===== config.mk =====
export PLATFORM = sky130hd
export DESIGN_NAME = multichannel_trimmed_mean_filter
export DESIGN_NICKNAME = d
export VERILOG_FILES = /design/src/hdl/mctm_pkg.sv /design/src/hdl/multichannel_trimmed_mean_filter.sv
export SDC_FILE = /design/constraint.sdc
export NUM_CORES = 1
export LEC_CHECK = 0
export ABC_AREA = 1
export CORE_UTILIZATION = 30
export DETAILED_ROUTE_END_ITERATION = 8
export DONT_BUFFER_PORTS = 1
export PLACE_DENSITY = 0.41
export SYNTH_ARGS = -nofsm -noshare
export SYNTH_HDL_FRONTEND = slang
export SYNTH_SLANG_ARGS = --single-unit

===== constraint.sdc =====
create_clock -name aclk -period 7.81 [get_ports aclk]
set_input_delay 1.1715 -clock aclk [delete_from_list [all_inputs] [get_ports aclk]]
set_output_delay 1.1715 -clock aclk [all_outputs]
set_load 0.02 [all_outputs]

===== src/hdl/mctm_pkg.sv =====
// Package for the multichannel trimmed-mean filter: field widths, command codes,
// the per-slot state word kept in the state memory, and its reset value.
// No dependencies.
package mctm_pkg;

    localparam int SLOTS     = 16;
    localparam int IDX_W     = (SLOTS > 1) ? $clog2(SLOTS) : 1;
    localparam int CMD_W     = 3;
    localparam int SLOT_W    = 4;
    localparam int SAMPLE_W  = 10;
    localparam int TARGET_W  = 6;
    localparam int SUM_W     = 16;
    localparam int LOW_W     = 11;
    localparam int DELAY_W   = 16;
    localparam int DIV_STEPS = SUM_W;
    localparam int DCNT_W    = $clog2(DIV_STEPS);

    localparam logic [CMD_W-1:0] CMD_SAMPLE    = 3'd0;
    localparam logic [CMD_W-1:0] CMD_ENABLE    = 3'd1;
    localparam logic [CMD_W-1:0] CMD_DISABLE   = 3'd2;
    localparam logic [CMD_W-1:0] CMD_CONFIGURE = 3'd3;
    localparam logic [CMD_W-1:0] CMD_READ      = 3'd4;

    localparam logic [LOW_W-1:0]    MIN_RESET    = 11'd1024;
    localparam logic [SAMPLE_W-1:0] MAX_RESET    = 10'd0;
    localparam logic [TARGET_W-1:0] TARGET_RESET = 6'd52;
    localparam logic [TARGET_W-1:0] TARGET_FLOOR = 6'd3;
    localparam logic [DELAY_W-1:0]  DELAY_RESET  = 16'd1000;

    typedef struct packed {
        logic [SUM_W-1:0]    sum;
        logic [TARGET_W-1:0] count;
        logic [LOW_W-1:0]    lowest;
        logic [SAMPLE_W-1:0] highest;
        logic [SAMPLE_W-1:0] average;
        logic                enabled;
        logic [TARGET_W-1:0] target;
        logic                has_delay;
        logic [DELAY_W-1:0]  delay_left;
    } slot_state_t;

    localparam slot_state_t SLOT_RESET = '{
        sum:        '0,
        count:      '0,
        lowest:     MIN_RESET,
        highest:    MAX_RESET,
        average:    '0,
        enabled:    1'b1,
        target:     TARGET_RESET,
        has_delay:  1'b0,
        delay_left: '0
    };

endpackage


===== src/hdl/multichannel_trimmed_mean_filter.sv =====
// Top level of the multichannel trimmed-mean filter: command decode, per-slot state
// memory, serial divider and output register.
// Depends on mctm_pkg.
//
// Each accepted word reads its slot's state from a one-port 16-entry state memory
// (registered read), updates it in the following cycle, and writes it back
// together with loading the result register. A sample tick that completes an
// average also passes through the restoring divider that works out the trimmed
// sum over target minus two, one quotient bit a cycle. Reset values of the slots
// come from one valid flip-flop per entry, so no clearing pass is needed. A new
// word is taken while the previous result still waits in the output register.
module multichannel_trimmed_mean_filter
    import mctm_pkg::*;
(
    input  logic                aclk,
    input  logic                aresetn,

    input  logic                cfg_wr_en,
    input  logic [DELAY_W-1:0]  cfg_wr_data,

    input  logic                s_valid,
    output logic                s_ready,
    input  logic [CMD_W-1:0]    s_command,
    input  logic [SLOT_W-1:0]   s_slot,
    input  logic [SAMPLE_W-1:0] s_sample,
    input  logic [TARGET_W-1:0] s_sample_target,
    input  logic                s_uses_delay,

    output logic                m_valid,
    input  logic                m_ready,
    output logic [SLOT_W-1:0]   m_out_slot,
    output logic [SAMPLE_W-1:0] m_average,
    output logic                m_fresh,
    output logic                m_settling
);

    typedef enum logic [3:0] {
        ST_IDLE = 4'b0001,
        ST_READ = 4'b0010,
        ST_DIV  = 4'b0100,
        ST_DONE = 4'b1000
    } state_t;

    state_t state_reg, state_next;

    logic [DELAY_W-1:0]  settle_delay_reg;

    slot_state_t         mem [SLOTS];
    slot_state_t         rd_data_reg;
    logic [SLOTS-1:0]    valid_reg;

    logic [CMD_W-1:0]    cmd_reg;
    logic [SLOT_W-1:0]   slot_reg;
    logic [SAMPLE_W-1:0] sample_reg;
    logic [TARGET_W-1:0] target_in_reg;
    logic                uses_delay_reg;

    slot_state_t         work_reg;
    logic                fresh_reg;
    logic                settling_reg;
    logic [SUM_W-1:0]    dvd_reg;
    logic [TARGET_W-1:0] rem_reg;
    logic [TARGET_W-1:0] divisor_reg;
    logic [DCNT_W-1:0]   div_cnt_reg;

    logic                m_valid_reg;
    logic [SLOT_W-1:0]   m_out_slot_reg;
    logic [SAMPLE_W-1:0] m_average_reg;
    logic                m_fresh_reg;
    logic                m_settling_reg;

    logic                s_accept;
    logic                in_range;
    logic                out_free;
    logic                mem_we;
    slot_state_t         cur;
    slot_state_t         upd;
    logic                upd_fresh;
    logic                upd_settling;
    logic [SUM_W-1:0]    upd_trimmed;
    logic [SUM_W-1:0]    sum_new;
    logic [TARGET_W-1:0] count_new;
    logic [LOW_W-1:0]    low_new;
    logic [SAMPLE_W-1:0] high_new;
    logic [TARGET_W:0]   div_trial;
    logic                div_take;

    assign s_ready  = (state_reg == ST_IDLE);
    assign s_accept = s_valid && s_ready;
    assign in_range = ({1'b0, slot_reg} < (SLOT_W + 1)'(SLOTS));
    assign out_free = !m_valid_reg || m_ready;
    assign mem_we   = (state_reg == ST_DONE) && out_free && in_range;

    // Entries that were never written read as their reset value.
    assign cur = valid_reg[slot_reg[IDX_W-1:0]] ? rd_data_reg : SLOT_RESET;

    always_ff @(posedge aclk) begin
        if (s_accept) begin
            rd_data_reg <= mem[s_slot[IDX_W-1:0]];
        end
        if (mem_we) begin
            mem[slot_reg[IDX_W-1:0]] <= work_reg;
        end
    end

    // Slot update, evaluated in the cycle after the memory read.
    always_comb begin
        upd          = cur;
        upd_fresh    = 1'b0;
        upd_settling = 1'b0;
        upd_trimmed  = '0;
        sum_new      = cur.sum + SUM_W'(sample_reg);
        count_new    = cur.count + TARGET_W'(1);
        low_new      = ({1'b0, sample_reg} < cur.lowest) ? {1'b0, sample_reg} : cur.lowest;
        high_new     = (sample_reg > cur.highest) ? sample_reg : cur.highest;
        if (in_range) begin
            case (cmd_reg)
                CMD_SAMPLE: begin
                    if (!cur.enabled) begin
                        if (cur.has_delay) begin
                            upd.delay_left = settle_delay_reg;
                        end
                        upd.sum     = '0;
                        upd.count   = '0;
                        upd.lowest  = MIN_RESET;
                        upd.highest = MAX_RESET;
                    end else if (cur.has_delay && (cur.delay_left != '0)) begin
                        upd.delay_left = cur.delay_left - DELAY_W'(1);
                        upd_settling   = 1'b1;
                    end else if (cur.count < cur.target) begin
                        upd.sum     = sum_new;
                        upd.count   = count_new;
                        upd.lowest  = low_new;
                        upd.highest = high_new;
                        if (count_new == cur.target) begin
                            upd_fresh   = 1'b1;
                            upd_trimmed = sum_new - (SUM_W'(low_new) + SUM_W'(high_new));
                            upd.sum     = '0;
                            upd.count   = '0;
                            upd.lowest  = MIN_RESET;
                            upd.highest = MAX_RESET;
                        end
                    end
                end
                CMD_ENABLE: begin
                    upd.enabled = 1'b1;
                end
                CMD_DISABLE: begin
                    upd.enabled = 1'b0;
                    if (cur.has_delay) begin
                        upd.delay_left = settle_delay_reg;
                    end
                    upd.sum     = '0;
                    upd.count   = '0;
                    upd.lowest  = MIN_RESET;
                    upd.highest = MAX_RESET;
                end
                CMD_CONFIGURE: begin
                    upd.target     = (target_in_reg < TARGET_FLOOR) ? TARGET_FLOOR
                                                                    : target_in_reg;
                    upd.has_delay  = uses_delay_reg;
                    upd.delay_left = uses_delay_reg ? settle_delay_reg : '0;
                    upd.sum        = '0;
                    upd.count      = '0;
                    upd.lowest     = MIN_RESET;
                    upd.highest    = MAX_RESET;
                end
                default: begin
                    upd = cur;
                end
            endcase
        end
    end

    // One restoring division step: shift in the next dividend bit, subtract if it fits.
    assign div_trial = {rem_reg, dvd_reg[SUM_W-1]};
    assign div_take  = (div_trial >= {1'b0, divisor_reg});

    always_comb begin
        state_next = state_reg;
        case (state_reg)
            ST_IDLE: begin
                if (s_accept) begin
                    state_next = ST_READ;
                end
            end
            ST_READ: begin
                state_next = upd_fresh ? ST_DIV : ST_DONE;
            end
            ST_DIV: begin
                if (div_cnt_reg == DCNT_W'(DIV_STEPS - 1)) begin
                    state_next = ST_DONE;
                end
            end
            ST_DONE: begin
                if (out_free) begin
                    state_next = ST_IDLE;
                end
            end
            default: begin
                state_next = ST_IDLE;
            end
        endcase
    end

    always_ff @(posedge aclk) begin
        if (!aresetn) begin
            state_reg        <= ST_IDLE;
            settle_delay_reg <= DELAY_RESET;
            valid_reg        <= '0;
            m_valid_reg      <= 1'b0;
        end else begin
            state_reg <= state_next;
            if (cfg_wr_en) begin
                settle_delay_reg <= cfg_wr_data;
            end
            if (mem_we) begin
                valid_reg[slot_reg[IDX_W-1:0]] <= 1'b1;
            end
            if ((state_reg == ST_DONE) && out_free) begin
                m_valid_reg <= 1'b1;
            end else if (m_ready) begin
                m_valid_reg <= 1'b0;
            end
        end
    end

    always_ff @(posedge aclk) begin
        if (s_accept) begin
            cmd_reg        <= s_command;
            slot_reg       <= s_slot;
            sample_reg     <= s_sample;
            target_in_reg  <= s_sample_target;
            uses_delay_reg <= s_uses_delay;
        end
        case (state_reg)
            ST_READ: begin
                work_reg     <= upd;
                fresh_reg    <= upd_fresh;
                settling_reg <= upd_settling;
                dvd_reg      <= upd_trimmed;
                rem_reg      <= '0;
                divisor_reg  <= cur.target - TARGET_W'(2);
                div_cnt_reg  <= '0;
            end
            ST_DIV: begin
                rem_reg     <= div_take ? TARGET_W'(div_trial - {1'b0, divisor_reg})
                                        : div_trial[TARGET_W-1:0];
                dvd_reg     <= {dvd_reg[SUM_W-2:0], div_take};
                div_cnt_reg <= div_cnt_reg + DCNT_W'(1);
                if (div_cnt_reg == DCNT_W'(DIV_STEPS - 1)) begin
                    work_reg.average <= {dvd_reg[SAMPLE_W-2:0], div_take};
                end
            end
            ST_DONE: begin
                if (out_free) begin
                    m_out_slot_reg <= slot_reg;
                    m_average_reg  <= in_range ? work_reg.average : '0;
                    m_fresh_reg    <= fresh_reg;
                    m_settling_reg <= settling_reg;
                end
            end
            default: begin
            end
        endcase
    end

    assign m_valid    = m_valid_reg;
    assign m_out_slot = m_out_slot_reg;
    assign m_average  = m_average_reg;
    assign m_fresh    = m_fresh_reg;
    assign m_settling = m_settling_reg;

    a_accept_reads: assert property (@(posedge aclk) disable iff (!aresetn)
        s_accept |=> (state_reg == ST_READ))
        else $error("accepted word did not start a memory read");

    a_div_length: assert property (@(posedge aclk) disable iff (!aresetn)
        (state_reg == ST_DIV) && (div_cnt_reg == DCNT_W'(DIV_STEPS - 1))
        |=> (state_reg == ST_DONE))
        else $error("divider did not finish after its last step");

    a_fresh_only_after_div: assert property (@(posedge aclk) disable iff (!aresetn)
        (state_reg == ST_DONE) && fresh_reg |-> $past(state_reg == ST_DIV)
        || $past(state_reg == ST_DONE))
        else $error("fresh average reached write-back without division");

    a_fresh_excl_settling: assert property (@(posedge aclk) disable iff (!aresetn)
        m_valid_reg |-> !(m_fresh_reg && m_settling_reg))
        else $error("result marked both fresh and settling");

    a_write_in_done: assert property (@(posedge aclk) disable iff (!aresetn)
        mem_we |=> (state_reg == ST_IDLE) && m_valid_reg)
        else $error("state write-back not paired with a result");

endmodule

==> results of run 1 <==
## power groups by stage
stage / Clock [mW] / Combinational (mW) / Sequential (mW)
6_report: 7.65 / 0.804 / 8.91
5_1_grt: 8.14 / 0.905 / 8.92
4_1_cts: 7.85 / 0.740 / 8.91
3_5_place_dp: 0 / 0.735 / 9.08
3_3_place_gp: 0 / 0.738 / 9.08
2_1_floorplan: 0 / 0.634 / 9.04
## cells in the mapped netlist (all sizes together)
cell	n	share of area, %
edfxtp	1460	69
nand2	552	3.3
o21ai	546	4.4
inv	511	3.0
a21oi	368	2.9
o211ai	312	3.7
mux2i	308	4.9
clkbuf	217	1.3
nand3	177	1.4
nor2	142	0.93
buf	63	0.52
ha	58	1.1
dfxtp	37	1.2
xor2	26	0.36
nor3	15	0.12
nand4	14	0.17
fa	12	0.38
o41ai	12	0.17
xnor2	10	0.14
nand3b	8	0.095
a31oi	6	0.059
a21o	4	0.048
o2111ai	4	0.055
a31o	3	0.042
nor4	3	0.030
a211oi	2	0.024
a22oi	2	0.024
and2	2	0.020
clkinv	2	0.012
or2	2	0.020
a22o	1	0.014
a41oi	1	0.014
conb	1	0.0059
o221ai	1	0.014
o22ai	1	0.0099
## cells by family after synthesis
logic type,after synthesis
AOI/OAI and AO/OA,1263
xor gates and xnor gates,36
adders and majority gates,70
buffers and inverters,793
DFF,1497
muxes,308
other,1
and+or+nand+nor,915
## worst register-to-register path: cells and delay by family (launching register included)
family,cells,cell delay (ps)
buffers and inverters,4,670
adders and majority gates,3,1280
AOI/OAI and AO/OA,7,1310
and+or+nand+nor,18,2140
DFF,1,600
## layer usage
metal,routed length [um],vias up,GRT usage [%]
li1,-,17700,-
met1,87600,19100,24.2
met2,87600,692,28.3
met3,6210,228,2.25
met4,3370,2,4.21
met5,19,-,0
## path summary, 6_finish.rpt
check | from | to | depth (start not counted)
worst max-delay path | slot_reg[0]$_DFFE_PP_ | dvd_reg[14]$_DFFE_PP_ | 32
worst min-delay path | aresetn | settle_delay_reg[6]$_SDFFE_PN1P_ | 1
worst max register to register | slot_reg[0]$_DFFE_PP_ | dvd_reg[14]$_DFFE_PP_ | 32
worst min register to register | settling_reg$_SDFFCE_PN0P_ | m_settling$_DFFE_PP_ | 0
## metrics by stage
step,power [mW],instances
2_1_floorplan,9.67,4883
3_3_place_gp,9.82,7453
3_5_place_dp,9.82,7453
4_1_cts,17.5,7758
5_1_grt,18.0,7762
6_report,17.4,7763
## cells in the final DEF (no fill, tap or decap), types with 26 or more instances in the layout
master / instances
edfxtp_1: 1460
nand2_1: 541
o21ai_0: 516
inv_1: 500
a21oi_1: 367
o211ai_1: 312
mux2i_1: 308
nand3_1: 176
clkbuf_16: 172
nor2_1: 114
ha_1: 58
clkbuf_1: 48
clkinv_1: 42
dfxtp_1: 37
buf_4: 31
xor2_1: 26
## cell type report
class                   count  area (um^2)  share of cell area (%)
diodes                      2         5.00                 0.00700
multi-input cells        2593        15700                    21.9
clock buffers             222         4510                    6.31
well taps                2805         3510                    4.91
repair buffers             48          596                   0.832
clock inverters            83          736                    1.03
flip-flops and latches   1497        44600                    62.3
inverters                 513         1950                    2.72
==> flow_summary.toml, run 1 <==
[floorplan]
rows = 168
start_util_pct = 30.2
die_w_um = 461
dieHeight_um = 461
core_mm2 = 0.209
dieArea_mm2 = 0.212
pin_count = 63

[timing]
hold_viol = 0
slew_viol_final = 100
setup_viol = 0
max_freq_mhz = 160
slew_headroom_pct = -3.26
finalWorstSetupSlack_ps = 1570
rsz0062_at_grt = "false"
skew_ps = 31.0
post-route-period-util_pct = 79.9
holdWs_ps = 436
tns_ps = 0
post-route-min-period_ps = 6240
tightest_slew_ps = 1550

[run_status]
violations = "max-slew violations"
outcome = "complete, but fails checks"

[global_route]
grt_max_degree = 926
antenna_found_initial = 16
overflow = 0
grt_util_all_layers_pct = 17.3
grt_pass1_wl_mm = 267
grt_pass1_vias = 36800

[pwr]
ir_drop_mv = 0.194
intPower_mw = 13.5
p_switching_mw = 3.90
power_frac_comb_pct = 4.6
power_density_mw_per_mm2 = 243
netSwitchingFraction_pct = 22.4
clockPowerShare_pct = 44.1
pwr-share-seq_pct = 51.3
p_leak_nw = 25.7

[critical_path]
crit_fanout = 44
r2r_slack_ps = 1570
required_ps = 8370
crit_slowest_cell = "edfxtp_1"
worstSetupPathType = "reg2reg"
cp_top_family = "simple AND/OR/NAND/NOR gates"
path_buf_inv = 4
endpoint_kind = "flip-flop"
start_kind = "flip-flop"
arrival_ps = 6810
critical_path.max_stage_delay_ps = 600
cp_common_cell = "nand2_1"

[yosys]
synth-xor-area-share_pct = 0.499
ys_warn_count = 0
synthCells = 4883
synth-compound-area-share_pct = 11.5
yosysSeqAreaShare_pct = 70.6
ys_seq_elements = 1497
muxShareOfSynthArea_pct = 4.88
synth_area_mm2 = 0.0631
synth.avg_cell_area_um2 = 12.9
synth.distinct_cells = 51
syn_nets = 4998
synth_top_family_by_area = "compound AO/OA/AOI/OAI gates"
synthAdderAreaFrac_pct = 1.53
synth_simple_gate_area_share_pct = 6.14

[clock_network]
cts_hold_buf = 0
cts_tree = "built"
cts_buffers = 169
clockRootBuffer = "clkbuf_16"
cts.clk_slew.worst_paths_ps = 60
clkSinkCount = 1497
clk_path_buf_depth = 3
post_cts_buffers = 0
clock_latency_ps = 820
cts_resized = 0
h-tree-depth = 4

[placement]
dpl_cell_area_mm2 = 0.0662
dp_slack_ps = 1560
io_buffers = 0
dpl.hpwl_mm = 89.0
gp_congestion = 0.827

[flow_run]
maxCapViolCount = 0

[route]
post_drt_wl_per_cell_um = 23.8
ant_nets = 0
wirelength_mm = 185
first_pass_iters = 5
drtIter0Drc = 2841
vias = 37800
drc = 0
viasPerCell = 4.86

[final_layout]
area_growth_pct = 13.3
drive_gt1_share_pct = 6.78
final_net_count = 4937
finalInstanceArea_mm2 = 0.0715
fin_util_pct = 34.2
fill_cells = 20600
largest_register_ffs = 1232

[min_path]
hp-class = "in2reg"
No activity file was read; power rests on OpenSTA's default activity.
==> inputs of run 2 (changes only) <==
--- a/config.mk
+++ b/config.mk
@@ -9,7 +9,7 @@
 export CORE_UTILIZATION = 30
 export DETAILED_ROUTE_END_ITERATION = 8
 export DONT_BUFFER_PORTS = 1
-export PLACE_DENSITY = 0.41
+export PLACE_DENSITY = 0.42
 export SYNTH_ARGS = -nofsm -noshare
 export SYNTH_HDL_FRONTEND = slang
 export SYNTH_SLANG_ARGS = --single-unit
==> constraint.sdc (replaced) <==
create_clock -name aclk -period 5.4 [get_ports aclk]
set_input_delay 0.81 -clock aclk [delete_from_list [all_inputs] [get_ports aclk]]
set_output_delay 0.81 -clock aclk [all_outputs]
set_load 0.02 [all_outputs]
==> flow_summary.toml, run 2 (same netlist as run 1, synthesis figures left out) <==
[route]
drtIter0Drc = 2687
first_pass_iters = 5
viasPerCell = 4.85
wirelength_mm = 184
post_drt_wl_per_cell_um = 23.4
ant_nets = 0
vias = 38100
drc = 0

[clock_network]
cts.clk_slew.worst_paths_ps = 50
cts_hold_buf = 0
cts_tree = "built"
clock_latency_ps = 810
cts_buffers = 165
clockRootBuffer = "clkbuf_16"
clkSinkCount = 1497
h-tree-depth = 4
clk_path_buf_depth = 3

[critical_path]
worstSetupPathType = "reg2reg"
start_kind = "flip-flop"
crit_slowest_cell = "fa_1"
ff2ff_path_depth = 34
r2r_slack_ps = 290
r2r-start = "slot_reg[0]$_DFFE_PP_"
r2r-end = "dvd_reg[14]$_DFFE_PP_"
arrival_ps = 5650
required_ps = 5940
critical_path.max_stage_delay_ps = 570
endpoint_kind = "flip-flop"
cp_common_cell = "nand2_1"
crit_fanout = 9

[min_path]
min_from = "aresetn"
holdPathEnd = "settle_delay_reg[3]$_SDFFE_PN1P_"
whs_path_depth = 1
hp-class = "in2reg"

[floorplan]
rows = 168
dieArea_mm2 = 0.212
start_util_pct = 30.2
die_w_um = 461
dieHeight_um = 461
pin_count = 63
core_mm2 = 0.209

[global_route]
grt_pass1_wl_mm = 266
grt_util_all_layers_pct = 17.1
overflow = 0
grt_max_degree = 926
grt_pass1_vias = 37300
antenna_found_initial = 11

[pwr]
netSwitchingFraction_pct = 22.2
pwr-share-seq_pct = 51.2
p_leak_nw = 26.3
power_density_mw_per_mm2 = 346
intPower_mw = 19.6
clockPowerShare_pct = 43.3
ir_drop_mv = 0.359
power_frac_comb_pct = 5.5
p_switching_mw = 5.60

[timing]
tightest_slew_ps = 1180
skew_ps = 37.4
slew_viol_final = 0
post-route-min-period_ps = 5110
hold_viol = 0
post-route-period-util_pct = 94.6
max_freq_mhz = 196
slew_headroom_pct = 21.7
tns_ps = 0
setup_viol = 0

[final_layout]
drive_gt1_share_pct = 10.0
final_cell_mix = "edfxtp_1 (1460), nand2_1 (528), o21ai_0 (500), inv_1 (494), a21oi_1 (361)"
fin_util_pct = 34.8
final_net_count = 5032
area_growth_pct = 15.3
final_common_cell = "edfxtp_1"
largest_register_ffs = 1232

[placement]
dpl.hpwl_mm = 92.7
gp_congestion = 0.872
io_buffers = 0

[flow_run]
maxCapViolCount = 0

[run_status]
outcome = "finished clean"
==> run 2: cell types whose count changed in the layout (fill, tap and decap cells not counted), moves of 6 or more <==
cell / delta
buf_4: +83
o21ai_0: -16
ha_1: -14
ha_4: +14
nand2_1: -13
buf_12: +11
nand2_2: +11
o21ai_2: +9
clkinv_2: +8
a21oi_1: -6
inv_1: -6
nor2_1: -6
==> run 2: power groups by stage <==
stage	clock network, mW	registers, mW	logic [mW]
after floorplan	0	13.1	0.917
after global placement	0	13.1	1.14
after detailed placement	0	13.1	1.14
after CTS	11.2	12.9	1.15
after global routing	11.6	12.9	1.52
final	10.9	12.9	1.37
==> run 2: stage by stage <==
step                cell area [um^2]  hold WS [ps]  cells  power (mW)  setup WS, ps
floorplan                      63200           400   4883        14.0          -340
global placement               66900           405   7530        14.3         -64.4
detailed placement             66900           416   7530        14.3          -100
CTS                            72100          21.1   7833        25.2          1.77
global route                   72800          43.0   7858        26.0         -37.1
finish                         72800          98.2   7859        25.2           294
==> run 2: cell type report <==
type                    instances  area (um^2)
repair buffers                144         1480
multi-input cells            2595        16100
well taps                    2805         3510
flip-flops and latches       1497        44600
clock buffers                 215         4410
repair inverters                1         7.51
fillers                     20500       137000
clock inverters                87          748
diodes                          2         5.00
inverters                     513         1960
==> run 2: worst max-delay path by stage <==
| stage | start | to | slack (ps) | cells past startpoint |
|---|---|---|---|---|
| after global routing | slot_reg[0]$_DFFE_PP_ | dvd_reg[14]$_DFFE_PP_ | -40 | 36 |
| after detailed placement | slot_reg[0]$_DFFE_PP_ | dvd_reg[14]$_DFFE_PP_ | -100 | 31 |
| final | slot_reg[0]$_DFFE_PP_ | dvd_reg[14]$_DFFE_PP_ | 290 | 34 |
| after CTS | slot_reg[0]$_DFFE_PP_ | dvd_reg[12]$_DFFE_PP_ | 2 | 34 |
| after global placement | slot_reg[0]$_DFFE_PP_ | dvd_reg[14]$_DFFE_PP_ | -60 | 31 |
| after floorplan | m_ready | mem[11][0]$_DFFE_PP_ | -340 | 6 |
==> run 2: timing repair <==
item                       4_1_cts  5_1_grt
resized for setup                5      102
setup endpoints to repair        6       11
buffers inserted                 0       18
pin swaps                        1       34
gates cloned                     1        2
==> run 2: critical path: cells and delay by family, from the launching register on <==
kind | cells | cell delay [ps]
flip-flops | 1 | 460
buffers and inverters | 5 | 750
adder cells (fa/ha/maj) | 3 | 1060
AND/OR/NAND/NOR | 18 | 1450
AO/OA/AOI/OAI | 8 | 1120
==> run 2: layer usage <==
layer	share of wire (%)	up-vias	routed length, um	track usage, %
li1	-	17900	-	-
met1	46	19300	84900	23.4
met2	48	711	89200	28.7
met3	3.7	227	6790	2.40
met4	1.8	0	3340	3.83
met5	0	-	0	0
